--- src/sv/tkrs_pkg.sv ---
// ---------------------------------------------------------------------------
// tkrs_pkg
// shared types and constants of the top-k row selector
// ---------------------------------------------------------------------------
package tkrs_pkg;

   // default geometry
   localparam int SLOTS_DEFAULT           = 16;
   localparam int KEY_WIDTH_DEFAULT       = 32;
   localparam int ROW_INDEX_WIDTH_DEFAULT = 32;

   // result fields
   localparam int RANK_WIDTH       = 4;
   localparam int RANKED_ROW_WIDTH = 32;

   // request commands
   localparam logic CMD_PUSH = 1'b0;
   localparam logic CMD_READ = 1'b1;

   // register file
   localparam int CSR_ADDR_WIDTH  = 4;
   localparam int CSR_DATA_WIDTH  = 32;
   localparam int CSR_INDEX_WIDTH = 2;
   localparam int K_LIMIT_WIDTH   = 5;

   localparam logic [K_LIMIT_WIDTH-1:0]   K_LIMIT_RESET      = 5'd16;
   localparam logic [CSR_INDEX_WIDTH-1:0] CSR_IDX_K_LIMIT    = 2'd0;
   localparam logic [CSR_INDEX_WIDTH-1:0] CSR_IDX_DESC_FIRST = 2'd1;
   localparam logic [CSR_INDEX_WIDTH-1:0] CSR_IDX_DESC_SECOND = 2'd2;

   typedef enum logic {
      SEL_IDLE,
      SEL_READ
   } sel_state_type;

   // per-cell update control
   typedef struct packed {
      logic write_en;   // cell loads this cycle
      logic take_left;  // load from left neighbor, else the offered row
   } cell_ctrl_type;

endpackage

--- src/sv/tkrs_req_if.sv ---
// ---------------------------------------------------------------------------
// tkrs_req_if
// request channel: offered rows and read commands
// ---------------------------------------------------------------------------
interface tkrs_req_if #(
   parameter int KEY_WIDTH       = tkrs_pkg::KEY_WIDTH_DEFAULT,
   parameter int ROW_INDEX_WIDTH = tkrs_pkg::ROW_INDEX_WIDTH_DEFAULT
);
   logic                        valid;
   logic                        ready;
   logic                        cmd;
   logic [ROW_INDEX_WIDTH-1:0]  row_index;
   logic signed [KEY_WIDTH-1:0] key_first;
   logic signed [KEY_WIDTH-1:0] key_second;

   modport source (output valid, cmd, row_index, key_first, key_second, input ready);
   modport sink   (input valid, cmd, row_index, key_first, key_second, output ready);
endinterface

--- src/sv/tkrs_rsp_if.sv ---
// ---------------------------------------------------------------------------
// tkrs_rsp_if
// result channel: ranked row indexes
// ---------------------------------------------------------------------------
interface tkrs_rsp_if;
   logic                                  valid;
   logic                                  ready;
   logic [tkrs_pkg::RANK_WIDTH-1:0]       rank_position;
   logic [tkrs_pkg::RANKED_ROW_WIDTH-1:0] ranked_row;
   logic                                  last_of_run;

   modport source (output valid, rank_position, ranked_row, last_of_run, input ready);
   modport sink   (input valid, rank_position, ranked_row, last_of_run, output ready);
endinterface

--- src/sv/tkrs_cell.sv ---
// ---------------------------------------------------------------------------
// tkrs_cell
// one slot of the sorted chain: holds a row and compares the offered row
// ---------------------------------------------------------------------------
module tkrs_cell #(
   parameter int KEY_WIDTH       = tkrs_pkg::KEY_WIDTH_DEFAULT,
   parameter int ROW_INDEX_WIDTH = tkrs_pkg::ROW_INDEX_WIDTH_DEFAULT
) (
   input  logic                        clock,
   input  logic [ROW_INDEX_WIDTH-1:0]  new_row,
   input  logic signed [KEY_WIDTH-1:0] new_key_first,
   input  logic signed [KEY_WIDTH-1:0] new_key_second,
   input  logic                        desc_first,
   input  logic                        desc_second,
   input  logic                        slot_valid,
   input  logic [ROW_INDEX_WIDTH-1:0]  left_row,
   input  logic signed [KEY_WIDTH-1:0] left_key_first,
   input  logic signed [KEY_WIDTH-1:0] left_key_second,
   input  tkrs_pkg::cell_ctrl_type     ctrl,
   output logic [ROW_INDEX_WIDTH-1:0]  row,
   output logic signed [KEY_WIDTH-1:0] key_first,
   output logic signed [KEY_WIDTH-1:0] key_second,
   output logic                        new_before
);
   import tkrs_pkg::*;

   logic [ROW_INDEX_WIDTH-1:0]  row_ff;
   logic signed [KEY_WIDTH-1:0] key_first_ff;
   logic signed [KEY_WIDTH-1:0] key_second_ff;

   logic first_lt, first_eq, first_before;
   logic second_lt, second_eq, second_before;

   always_comb begin
      first_lt      = new_key_first < key_first_ff;
      first_eq      = new_key_first == key_first_ff;
      first_before  = desc_first ? (!first_lt && !first_eq) : first_lt;
      second_lt     = new_key_second < key_second_ff;
      second_eq     = new_key_second == key_second_ff;
      second_before = desc_second ? (!second_lt && !second_eq) : second_lt;
      // empty slot orders after everything; full tie goes to the smaller index
      new_before = !slot_valid || first_before ||
                   (first_eq && (second_before || (second_eq && (new_row < row_ff))));
   end

   always_ff @(posedge clock) begin
      if (ctrl.write_en) begin
         if (ctrl.take_left) begin
            row_ff        <= left_row;
            key_first_ff  <= left_key_first;
            key_second_ff <= left_key_second;
         end else begin
            row_ff        <= new_row;
            key_first_ff  <= new_key_first;
            key_second_ff <= new_key_second;
         end
      end
   end

   assign row        = row_ff;
   assign key_first  = key_first_ff;
   assign key_second = key_second_ff;

endmodule

--- src/sv/top_k_row_selector.sv ---
// ---------------------------------------------------------------------------
// top_k_row_selector
// keeps the best k offered rows in a sorted chain of cells and reads them out
// ---------------------------------------------------------------------------
//  channel | dir | handshake            | content
//  req     | in  | valid / ready        | cmd, row_index, key_first, key_second
//  rsp     | out | valid / ready        | rank_position, ranked_row, last_of_run
//  csr     | in  | psel/penable, pready | k_limit, desc_first, desc_second
//
//  on a push all cells compare against the offered row at once
//  and the rows behind the insert point shift one cell down the chain
//  a read is accepted while idle and then gives one result per held row, one
//  result per cycle through the output register; rsp.ready low holds the readout
//  req.ready is low only while a readout is in progress
//  reset clears the held count and registers; cell contents are not cleared
// ---------------------------------------------------------------------------
module top_k_row_selector #(
   parameter int SLOTS           = tkrs_pkg::SLOTS_DEFAULT,
   parameter int KEY_WIDTH       = tkrs_pkg::KEY_WIDTH_DEFAULT,
   parameter int ROW_INDEX_WIDTH = tkrs_pkg::ROW_INDEX_WIDTH_DEFAULT
) (
   input  logic                                clock,
   input  logic                                reset,
   tkrs_req_if.sink                            req,
   tkrs_rsp_if.source                          rsp,
   input  logic                                psel,
   input  logic                                penable,
   input  logic                                pwrite,
   input  logic [tkrs_pkg::CSR_ADDR_WIDTH-1:0] paddr,
   input  logic [tkrs_pkg::CSR_DATA_WIDTH-1:0] pwdata,
   output logic [tkrs_pkg::CSR_DATA_WIDTH-1:0] prdata,
   output logic                                pready
);
   import tkrs_pkg::*;

   // count holds 0..SLOTS
   localparam int CW = $clog2(SLOTS + 1);

   // ---------------------------------------------------------------- registers
   logic [K_LIMIT_WIDTH-1:0] k_limit_ff;
   logic                     desc_first_ff;
   logic                     desc_second_ff;

   logic [CSR_INDEX_WIDTH-1:0] csr_index;
   logic                       csr_write;

   assign pready    = 1'b1;
   assign csr_index = paddr[CSR_ADDR_WIDTH-1:2];
   assign csr_write = psel && penable && pwrite;

   always_ff @(posedge clock) begin
      if (reset) begin
         k_limit_ff     <= K_LIMIT_RESET;
         desc_first_ff  <= 1'b0;
         desc_second_ff <= 1'b0;
      end else if (csr_write) begin
         case (csr_index)
            CSR_IDX_K_LIMIT:     k_limit_ff     <= pwdata[K_LIMIT_WIDTH-1:0];
            CSR_IDX_DESC_FIRST:  desc_first_ff  <= pwdata[0];
            CSR_IDX_DESC_SECOND: desc_second_ff <= pwdata[0];
            default: ;
         endcase
      end
   end

   always_comb begin
      case (csr_index)
         CSR_IDX_K_LIMIT:     prdata = CSR_DATA_WIDTH'(k_limit_ff);
         CSR_IDX_DESC_FIRST:  prdata = CSR_DATA_WIDTH'(desc_first_ff);
         CSR_IDX_DESC_SECOND: prdata = CSR_DATA_WIDTH'(desc_second_ff);
         default:             prdata = '0;
      endcase
   end

   // effective k: zero counts as one, clipped to the chain length
   logic [CW-1:0] k_eff;

   always_comb begin
      if (k_limit_ff == '0) begin
         k_eff = CW'(1);
      end else if (32'(k_limit_ff) > SLOTS) begin
         k_eff = CW'(SLOTS);
      end else begin
         k_eff = CW'(k_limit_ff);
      end
   end

   // ---------------------------------------------------------------- control
   sel_state_type state_ff, state_in;
   logic [CW-1:0] count_ff;
   logic [CW-1:0] idx_ff, idx_in;
   logic          req_ready;
   logic          push_go;
   logic          read_go;
   logic          grow;
   logic          out_free;
   logic          load;

   assign req_ready = (state_ff == SEL_IDLE);
   assign req.ready = req_ready;
   assign push_go   = req.valid && req_ready && (req.cmd == CMD_PUSH);
   assign read_go   = req.valid && req_ready && (req.cmd == CMD_READ);
   assign grow      = count_ff < k_eff;
   assign out_free  = !rsp.valid || rsp.ready;

   // ---------------------------------------------------------------- cell chain
   logic [ROW_INDEX_WIDTH-1:0]  cell_row        [SLOTS];
   logic signed [KEY_WIDTH-1:0] cell_key_first  [SLOTS];
   logic signed [KEY_WIDTH-1:0] cell_key_second [SLOTS];
   logic                        cell_before     [SLOTS];
   logic                        cell_tail       [SLOTS];
   cell_ctrl_type               cell_ctrl       [SLOTS];
   logic                        replace_ok;

   // full store: the offered row must order before the current worst row
   always_comb begin
      replace_ok = 1'b0;
      for (int i = 0; i < SLOTS; i++) begin
         if (CW'(i + 1) == count_ff) begin
            replace_ok = cell_before[i];
         end
      end
   end

   // held rows keep their places when the sort directions change, so the
   // insert point is the start of the unbroken run of losing cells at the tail
   // (empty cells always lose)
   always_comb begin
      cell_tail[SLOTS-1] = cell_before[SLOTS-1];
      for (int i = SLOTS - 2; i >= 0; i--) begin
         cell_tail[i] = cell_before[i] && cell_tail[i+1];
      end
   end

   for (genvar g = 0; g < SLOTS; g++) begin : g_cell
      logic                        left_before;
      logic [ROW_INDEX_WIDTH-1:0]  left_row;
      logic signed [KEY_WIDTH-1:0] left_key_first;
      logic signed [KEY_WIDTH-1:0] left_key_second;
      logic                        in_range;

      if (g == 0) begin : g_head
         // head of the chain has no left neighbor
         assign left_before     = 1'b0;
         assign left_row        = req.row_index;
         assign left_key_first  = req.key_first;
         assign left_key_second = req.key_second;
      end else begin : g_body
         assign left_before     = cell_tail[g-1];
         assign left_row        = cell_row[g-1];
         assign left_key_first  = cell_key_first[g-1];
         assign left_key_second = cell_key_second[g-1];
      end

      // growing uses one more slot; replacing drops the last held row
      assign in_range = grow ? (CW'(g) <= count_ff) : ((CW'(g) < count_ff) && replace_ok);
      assign cell_ctrl[g].write_en  = push_go && cell_tail[g] && in_range;
      assign cell_ctrl[g].take_left = left_before;

      tkrs_cell #(
         .KEY_WIDTH       (KEY_WIDTH),
         .ROW_INDEX_WIDTH (ROW_INDEX_WIDTH)
      ) u_cell (
         .clock           (clock),
         .new_row         (req.row_index),
         .new_key_first   (req.key_first),
         .new_key_second  (req.key_second),
         .desc_first      (desc_first_ff),
         .desc_second     (desc_second_ff),
         .slot_valid      (CW'(g) < count_ff),
         .left_row        (left_row),
         .left_key_first  (left_key_first),
         .left_key_second (left_key_second),
         .ctrl            (cell_ctrl[g]),
         .row             (cell_row[g]),
         .key_first       (cell_key_first[g]),
         .key_second      (cell_key_second[g]),
         .new_before      (cell_before[g])
      );
   end

   always_ff @(posedge clock) begin
      if (reset) begin
         count_ff <= '0;
      end else if (push_go && grow) begin
         count_ff <= count_ff + CW'(1);
      end
   end

   // ---------------------------------------------------------------- readout
   logic [ROW_INDEX_WIDTH-1:0] rd_row;
   logic [63:0]                rd_row_wide;
   logic                       rd_last;

   // select the cell at the readout position
   always_comb begin
      rd_row = '0;
      for (int i = 0; i < SLOTS; i++) begin
         if (CW'(i) == idx_ff) begin
            rd_row = cell_row[i];
         end
      end
   end

   assign rd_row_wide = 64'(rd_row);
   assign rd_last     = (idx_ff + CW'(1)) == count_ff;

   always_comb begin
      state_in = state_ff;
      idx_in   = idx_ff;
      load     = 1'b0;
      case (state_ff)
         SEL_IDLE: begin
            // read of an empty store gives nothing
            if (read_go && (count_ff != '0)) begin
               state_in = SEL_READ;
               idx_in   = '0;
            end
         end
         SEL_READ: begin
            if (out_free) begin
               load   = 1'b1;
               idx_in = idx_ff + CW'(1);
               if (rd_last) begin
                  state_in = SEL_IDLE;
               end
            end
         end
         default: state_in = SEL_IDLE;
      endcase
   end

   always_ff @(posedge clock) begin
      if (reset) begin
         state_ff <= SEL_IDLE;
      end else begin
         state_ff <= state_in;
      end
   end

   always_ff @(posedge clock) begin
      idx_ff <= idx_in;
   end

   // ---------------------------------------------------------------- output register
   logic                        rsp_valid_ff, rsp_valid_in;
   logic [RANK_WIDTH-1:0]       rank_ff;
   logic [RANKED_ROW_WIDTH-1:0] ranked_row_ff;
   logic                        last_ff;

   assign rsp_valid_in = load || (rsp_valid_ff && !rsp.ready);

   always_ff @(posedge clock) begin
      if (reset) begin
         rsp_valid_ff <= 1'b0;
      end else begin
         rsp_valid_ff <= rsp_valid_in;
      end
   end

   always_ff @(posedge clock) begin
      if (load) begin
         rank_ff       <= RANK_WIDTH'(idx_ff);
         ranked_row_ff <= rd_row_wide[RANKED_ROW_WIDTH-1:0];
         last_ff       <= rd_last;
      end
   end

   assign rsp.valid         = rsp_valid_ff;
   assign rsp.rank_position = rank_ff;
   assign rsp.ranked_row    = ranked_row_ff;
   assign rsp.last_of_run   = last_ff;

endmodule

--- src/flat_wrapper.sv ---
// flat-port wrapper written by rule: the top's interface ports become plain ports
module top_k_row_selector_flat import tkrs_pkg::*;
#(
   parameter int SLOTS           = tkrs_pkg::SLOTS_DEFAULT,
   parameter int KEY_WIDTH       = tkrs_pkg::KEY_WIDTH_DEFAULT,
   parameter int ROW_INDEX_WIDTH = tkrs_pkg::ROW_INDEX_WIDTH_DEFAULT
)
  (clock, reset, psel, penable, pwrite, paddr, pwdata, prdata, pready, req_valid, req_cmd, req_row_index, req_key_first, req_key_second, req_ready, rsp_valid, rsp_rank_position, rsp_ranked_row, rsp_last_of_run, rsp_ready);
  tkrs_req_if #(.KEY_WIDTH(KEY_WIDTH), .ROW_INDEX_WIDTH(ROW_INDEX_WIDTH)) req_i ();
  tkrs_rsp_if rsp_i ();
  input  logic clock;
  input  logic reset;
  input  logic psel;
  input  logic penable;
  input  logic pwrite;
  input  logic [tkrs_pkg::CSR_ADDR_WIDTH-1:0] paddr;
  input  logic [tkrs_pkg::CSR_DATA_WIDTH-1:0] pwdata;
  output logic [tkrs_pkg::CSR_DATA_WIDTH-1:0] prdata;
  output logic pready;
  input wire logic [$bits(req_i.valid)-1:0] req_valid;
  input wire logic [$bits(req_i.cmd)-1:0] req_cmd;
  input wire logic [$bits(req_i.row_index)-1:0] req_row_index;
  input wire logic [$bits(req_i.key_first)-1:0] req_key_first;
  input wire logic [$bits(req_i.key_second)-1:0] req_key_second;
  output wire logic [$bits(req_i.ready)-1:0] req_ready;
  output wire logic [$bits(rsp_i.valid)-1:0] rsp_valid;
  output wire logic [$bits(rsp_i.rank_position)-1:0] rsp_rank_position;
  output wire logic [$bits(rsp_i.ranked_row)-1:0] rsp_ranked_row;
  output wire logic [$bits(rsp_i.last_of_run)-1:0] rsp_last_of_run;
  input wire logic [$bits(rsp_i.ready)-1:0] rsp_ready;
  assign req_i.valid = req_valid;
  assign req_i.cmd = req_cmd;
  assign req_i.row_index = req_row_index;
  assign req_i.key_first = req_key_first;
  assign req_i.key_second = req_key_second;
  assign req_ready = req_i.ready;
  assign rsp_valid = rsp_i.valid;
  assign rsp_rank_position = rsp_i.rank_position;
  assign rsp_ranked_row = rsp_i.ranked_row;
  assign rsp_last_of_run = rsp_i.last_of_run;
  assign rsp_i.ready = rsp_ready;
  top_k_row_selector #(.SLOTS(SLOTS), .KEY_WIDTH(KEY_WIDTH), .ROW_INDEX_WIDTH(ROW_INDEX_WIDTH)) u_core (.clock(clock), .reset(reset), .req(req_i), .rsp(rsp_i), .psel(psel), .penable(penable), .pwrite(pwrite), .paddr(paddr), .pwdata(pwdata), .prdata(prdata), .pready(pready));
endmodule
--- config.mk ---
export PLATFORM = sky130hd
export DESIGN_NAME = top_k_row_selector_flat
export DESIGN_NICKNAME = d
export VERILOG_FILES = /design/src/sv/tkrs_pkg.sv /design/src/sv/tkrs_req_if.sv /design/src/sv/tkrs_rsp_if.sv /design/src/sv/tkrs_cell.sv /design/src/sv/top_k_row_selector.sv /design/src/flat_wrapper.sv
export SDC_FILE = /design/constraint.sdc
export NUM_CORES = 2
export LEC_CHECK = 0
export ABC_AREA = 1
export BUFFER_PORTS_ARGS = -buffer_cell sky130_fd_sc_hd__buf_2
export CAP_MARGIN = 20
export CORE_UTILIZATION = 51
export DETAILED_ROUTE_END_ITERATION = 12
export GPL_ROUTABILITY_DRIVEN = 0
export GPL_TIMING_DRIVEN = 1
export PLACE_DENSITY = 0.67
export SETUP_SLACK_MARGIN = 0.2
export SYNTH_ARGS = -nofsm -noshare
export SYNTH_HDL_FRONTEND = slang
export SYNTH_SLANG_ARGS = --single-unit
export TNS_END_PERCENT = 30
--- constraint.sdc ---
create_clock -name clock -period 20.6 [get_ports clock]
set_clock_uncertainty 0.2 [all_clocks]
set_input_delay 0 -clock clock [delete_from_list [all_inputs] [get_ports clock]]
set_output_delay 0 -clock clock [all_outputs]
set_load 0.02 [all_outputs]
Word-level counts from Yosys, hierarchy flattened --
Index checks and enable logic that the tools add are counted.
Word-level totals: memories kept 0, bits in latches 0, ROM bits 0, input bits 140, RAM bits 0, word-level logic and storage cells 624, flip-flop bits (word level) 1592, output and inout port bits 72
Cells by class: shift-type cells 0, bitwise operators 2, reduce and logical (&&, ||, !) cells 275, mux-type cells 137, multiply operators 0, add/subtract/negate cells 2, equal/unequal tests 68, divide/modulo/power cells 0, $lt $le $gt $ge 82
Operators with widths (count):
- 32-bit two-way mux | 61
- 32-bit less-than comparator | 48
- 32-bit == test | 32
- 1-bit logical AND | 135
- 1-bit logical NOT | 82
- 4-bit by 5-bit == test with 1-bit output, first input constant | 16
- 1-bit two-way mux | 69
- 1-bit logical OR | 50
- 3-bit by 5-bit == test with 1-bit output, first input constant | 8
- 4-bit by 5-bit <= comparator with 1-bit output, first input constant | 8
- 4-bit by 5-bit less-than comparator with 1-bit output, first input constant | 8
- 2-bit by 5-bit == test with 1-bit output, first input constant | 4
- 3-bit by 5-bit <= comparator with 1-bit output, first input constant | 4
- 3-bit by 5-bit less-than comparator with 1-bit output, first input constant | 4
- 5-bit two-way mux | 4
- 5-bit case mux with 3 select lines | 1
- 5-bit by 1-bit adder with 5-bit output, second input constant | 2
- 1-bit by 5-bit == test with 1-bit output, first input constant | 2
- 1-bit by 5-bit <= comparator with 1-bit output, first input constant | 2
- 2-bit by 5-bit <= comparator with 1-bit output, first input constant | 2
- 5-bit logical NOT | 2
- 1-bit by 5-bit less-than comparator with 1-bit output, first input constant | 2
- 2-bit by 5-bit less-than comparator with 1-bit output, first input constant | 2
- 5-bit case mux with 2 select lines | 1
- 12 further kinds | 17

Longest topological paths before layout --
depth after elaboration 26, depth in mapped cells 39, depth with buffers taken out 37

Hierarchy --
A second synthesis with hierarchy kept.
Second synthesis, totals: cells, all modules 11864, area total of the unflattened synthesis 115219.3 um^2
Modules (own cells, without submodules):
- tkrs_cell | seq. area each 2882.8 um^2, cells an instance 625, area an instance 6600.1 um^2, times used 16
- top_k_row_selector | seq. area each 1541.5 um^2, cells an instance 1864, area an instance 9618.0 um^2, times used 1

Least setup slack after synthesis --
OpenSTA, ideal clock, no wires.
path kind input to register, start in req_key_second[0], end reg u_core.g_cell[2].u_cell.key_first_ff[0], enable pin, path buffers 2, setup slack 11.830 ns, data required time 19.818 ns, arrival 7.987 ns, cell stages on the path 27, setup time 0.582 ns, path through inv_1 > clkbuf_1 > ha_1 > inv_1 > a21oi_1 > o21ai_1 > nand2_1 > o211ai_1 > and2_1 > o21ai_1 > nand3_1 > nand2_1 > nand2_1 > nand3_1 > nand2_1 > nand2_1 > nand2_2 > nor2_4 > nand4_2 > nor2_4 > nand4_2 > nor2_4 > nand4_4 > clkbuf_1 > inv_1 > nand3_1 > a21oi_1
RTL lines:
- from (decl) | line flat_wrapper.sv:24 | input wire logic [$bits(req_i.key_second)-1:0] req_key_second;
- to (signal assigned) | line tkrs_cell.sv:50 | key_first_ff <= left_key_first;
- to (signal assigned) | line tkrs_cell.sv:54 | key_first_ff <= new_key_first;
- to (decl) | line tkrs_cell.sv:28 | logic signed [KEY_WIDTH-1:0] key_first_ff;

==> flow_metrics.py <==
metrics = {
    "status": {
        "status": "completed",
    },
    "placed_design": {
        "io_buffers": 154,
        "dp_hpwl_mm": 225,
        "dp_slack_ps": 10110,
        "place_area_um2": 111000,
    },
    "global_route": {
        "overflow": 0,
        "grt_use_total": 0.276,
        "grt_pass1_wl_mm": 457,
        "antenna_found_initial": 7,
        "grt_pass1_vias": 85200,
        "grt_max_degree": 122,
    },
    "critical_path": {
        "cpLargestDelayFamily": "simple AND/OR/NAND/NOR gates",
        "regToRegSetupSlack_ps": 10180,
        "reg2regPathDepth": 23,
        "rr_startpoint": "u_core.g_cell[14].u_cell.key_second[31]",
        "path_depth": 23,
        "critPathKind": "reg2reg",
        "worstPathCellList": "inv_1 -> ha_1 -> nand4_1 -> nor3_2 -> nand2_1 -> nor3b_1 -> nand4_1 -> nand3_1 -> nand2_1 -> nand2_1 -> nand2_8 -> nor2_4 -> buf_4 -> buf_4 -> nand4_4 -> nor2_4 -> nand2_4 -> inv_1 -> nand2_4 -> inv_1 -> o21ai_0 -> a21oi_4 -> buf_4",
        "crit_buf_inv": 6,
        "worstPathArrival_ps": 10670,
        "end_kind": "register",
        "startpoint_type": "register",
        "crit_slowest_cell": "buf_4",
        "r2r-end": "u_core.g_cell[7].u_cell.key_second[12]",
        "max_stage_delay_ps": 860,
        "cp_max_fo": 98,
        "required_ps": 20840,
    },
    "sta": {
        "worstMarginPinSlew_ps": 1180,
        "grt_setup_unrepaired": "no",
        "final_hold_viol_count": 0,
        "relSlewSlack": 0.207,
        "fin_crit_sh": 0.506,
        "min_period_ps": 10420,
        "setup_viol": 0,
        "finalSetupTns_ps": 0,
        "clock.fmax_mhz": 95.9,
        "setup_ws_ps": 10180,
        "maxSlewViolCount": 0,
    },
    "synth": {
        "avgSynthCellArea_um2": 8.75,
        "yosysSeqAreaShare": 0.442,
        "async_flop_share": 0,
        "ys_warn_count": 0,
        "synth_flop_cell": "edfxtp_1",
        "ys_ff_latch": 1592,
        "syn_inst": 12300,
        "synth_top_area_share": 0.440,
        "ys_types": 59,
        "synthTopCellsByArea": "edfxtp_1, ha_1, nand2_1",
        "synth_edf_count": 1578,
        "syn-cell-area_um2": 108000,
        "netlist.top_cell.by_area": "edfxtp_1",
    },
    "power_and_ir_drop": {
        "power.internal_mw": 5.65,
        "p_leak_nw": 52.6,
        "p_per_area_nw_per_um2": 64.3,
        "p_comb_frac": 0.110,
        "seqPwrFrac": 0.472,
        "irDropWorstVdd_uv": 99.1,
        "switching_share": 0.259,
        "clkPwrFrac": 0.418,
        "switchingPower_mw": 1.97,
    },
    "clock_network": {
        "cts.sinks": 1592,
        "post_cts_buffers": 0,
        "cts.hold.buffers_added": 145,
        "cts_tree": "yes",
        "cts_buffers": 183,
        "path_clk_slew_ps": 60,
        "cts_resized": 0,
        "clock_latency_ps": 860,
        "htreeDepth": 4,
        "clockRootBuffer": "clkbuf_16",
        "cts_buffer_depth": 3,
    },
    "detailed_routing": {
        "dr_total_vias": 87700,
        "antenna_left": 0,
        "drc": 0,
        "wl_per_cell_um": 19.3,
        "drt_first_pass_iters": 8,
        "drt_iter0_markers": 7852,
        "wl_mm": 298,
        "vias_per_cell": 5.69,
    },
    "flow_run": {
        "drv_cap": 0,
    },
    "layout": {
        "fin_area_um2": 118000,
        "fin_nets": 14100,
        "layout_commonest_cell": "nand2_1",
        "final_cell_mix": "nand2_1, inv_1, o21ai_0",
        "post_route_cells_drive_above_1_share": 0.0470,
        "syn2layout_area_growth_pct": 9.91,
    },
    "worst_hold_path": {
        "min_from": "req_key_first[12]",
        "holdPathStages": 3,
        "hold_class": "in2reg",
        "hold_end": "u_core.g_cell[0].u_cell.key_first[12]",
    },
    "floorplan": {
        "start_util": 0.514,
        "design.die.area_um2": 213000,
        "die_w_um": 462,
        "core.rowCount": 168,
        "die_h_um": 462,
        "ios": 212,
        "coreArea_um2": 210000,
    },
}
[worst max path at each step]
stage	slack [ps]	to	start
finish	10180	u_core.g_cell[7].u_cell.key_second[12]	u_core.g_cell[14].u_cell.key_second[31]
global route	9610	u_core.g_cell[7].u_cell.key_second[12]	u_core.g_cell[14].u_cell.key_second[31]
CTS	10210	u_core.g_cell[7].u_cell.key_second[12]	u_core.g_cell[14].u_cell.key_second[31]
detailed placement	10110	u_core.g_cell[7].u_cell.key_second[12]	req_key_second[31]
global placement	10380	u_core.g_cell[7].u_cell.key_second[12]	req_key_second[15]
floorplan	11830	u_core.g_cell[2].u_cell.key_first[0]	req_key_second[0]
[layout make-up]
class	instances	area, um^2
well taps	2805	3510
clock inverters	97	711
repair buffers	440	3290
clock buffers	232	4970
multi-input cells	8263	50900
inverters	1968	7390
fillers	18100	91300
flip-flops and latches	1592	47700
diodes	6	15.0
[per-stage QoR]
| stage | total power [mW] | hold slack (ps) | util | instances |
|---|---|---|---|---|
| floorplan | 4.18 | -131 | - | 12300 |
| global placement | 4.43 | -3.80 | 0.531 | 14900 |
| detailed placement | 4.47 | -4.94 | 0.531 | 14900 |
| CTS | 7.64 | 3.65 | 0.565 | 15400 |
| global route | 7.87 | 51.9 | 0.565 | 15400 |
| finish | 7.62 | 40.8 | 0.565 | 15400 |
[metal layers]
layer  track usage  up-vias  part of all wire
met5             0        -          0.000044
met4         0.121        2             0.043
met3        0.0404      689             0.076
met2         0.474     3063              0.48
met1         0.345    41400              0.40
li1              -    42500                 -
[cells in the mapped netlist (all sizes together), types with 4 or more instances]
library cell / count
nand4: 125
a31oi: 23
clkinv: 13
nand3b: 16
nand3: 238
clkbuf: 307
ha: 1532
xnor2: 6
or3: 4
buf: 215
a21oi: 844
a311oi: 5
edfxtp: 1578
nand2: 2614
dfxtp: 14
or2: 4
nor3b: 7
o31ai: 12
o211ai: 89
and3: 6
a21o: 14
o22ai: 34
nor2: 390
a221oi: 13
a21boi: 7
o2111ai: 8
o221ai: 99
o21bai: 7
nor3: 94
a2111oi: 5
o21a: 51
a211oi: 35
o21ai: 1886
nor4b: 5
nor4: 46
inv: 1955
[power by group through the flow]
| stage | sequential [mW] | clock [mW] | combinational (mW) |
|---|---|---|---|
| floorplan | 3.67 | 0 | 0.506 |
| global placement | 3.67 | 0 | 0.765 |
| detailed placement | 3.67 | 0 | 0.805 |
| CTS | 3.60 | 3.21 | 0.832 |
| global route | 3.60 | 3.32 | 0.949 |
| finish | 3.60 | 3.18 | 0.840 |
[sequential cells by signal (all words and copies together) (netlist names)]
| register | cells |
|---|---|
| u_core.g_cell.u_cell.row | 512 |
| u_core.k_limit_ff | 5 |
| u_core.rsp.rank_position | 4 |
| u_core.rsp.last_of_run | 1 |
| u_core.idx_ff | 5 |
| u_core.g_cell.u_cell.key_second | 512 |
| u_core.g_cell.u_cell.key_first | 512 |
| u_core.rsp.valid | 1 |
| u_core.count_ff | 5 |
| u_core.rsp.ranked_row | 32 |
| u_core.state_ff | 1 |
| u_core.desc_second_ff | 1 |
| u_core.desc_first_ff | 1 |
[worst reg2reg max path, cell delays in order, from the launching register on]
cell and delay (ps):
edfxtp_1 320, inv_1 50, ha_1 420, nand4_1 200, nor3_2 370, nand2_1 310, nor3b_1 600, nand4_1 500
nand3_1 390, nand2_1 130, nand2_1 210, nand2_8 360, nor2_4 180, buf_4 710, buf_4 900, nand4_4 200
nor2_4 230, nand2_4 470, inv_1 700, nand2_4 630, inv_1 620, o21ai_0 290, a21oi_4 230, buf_4 750
[cells by family after synthesis]
family / count (synthesis) / share of synthesized area
other: 2 / 0.0000697
flip-flops: 1592 / 0.442
AO/OA/AOI/OAI: 3140 / 0.156
adder cells (fa/ha/maj): 1532 / 0.178
AND/OR/NAND/NOR: 3554 / 0.134
XOR/XNOR: 9 / 0.000731
buffers and inverters: 2490 / 0.0890
Note: power is estimated with default switching activity, not from simulation.
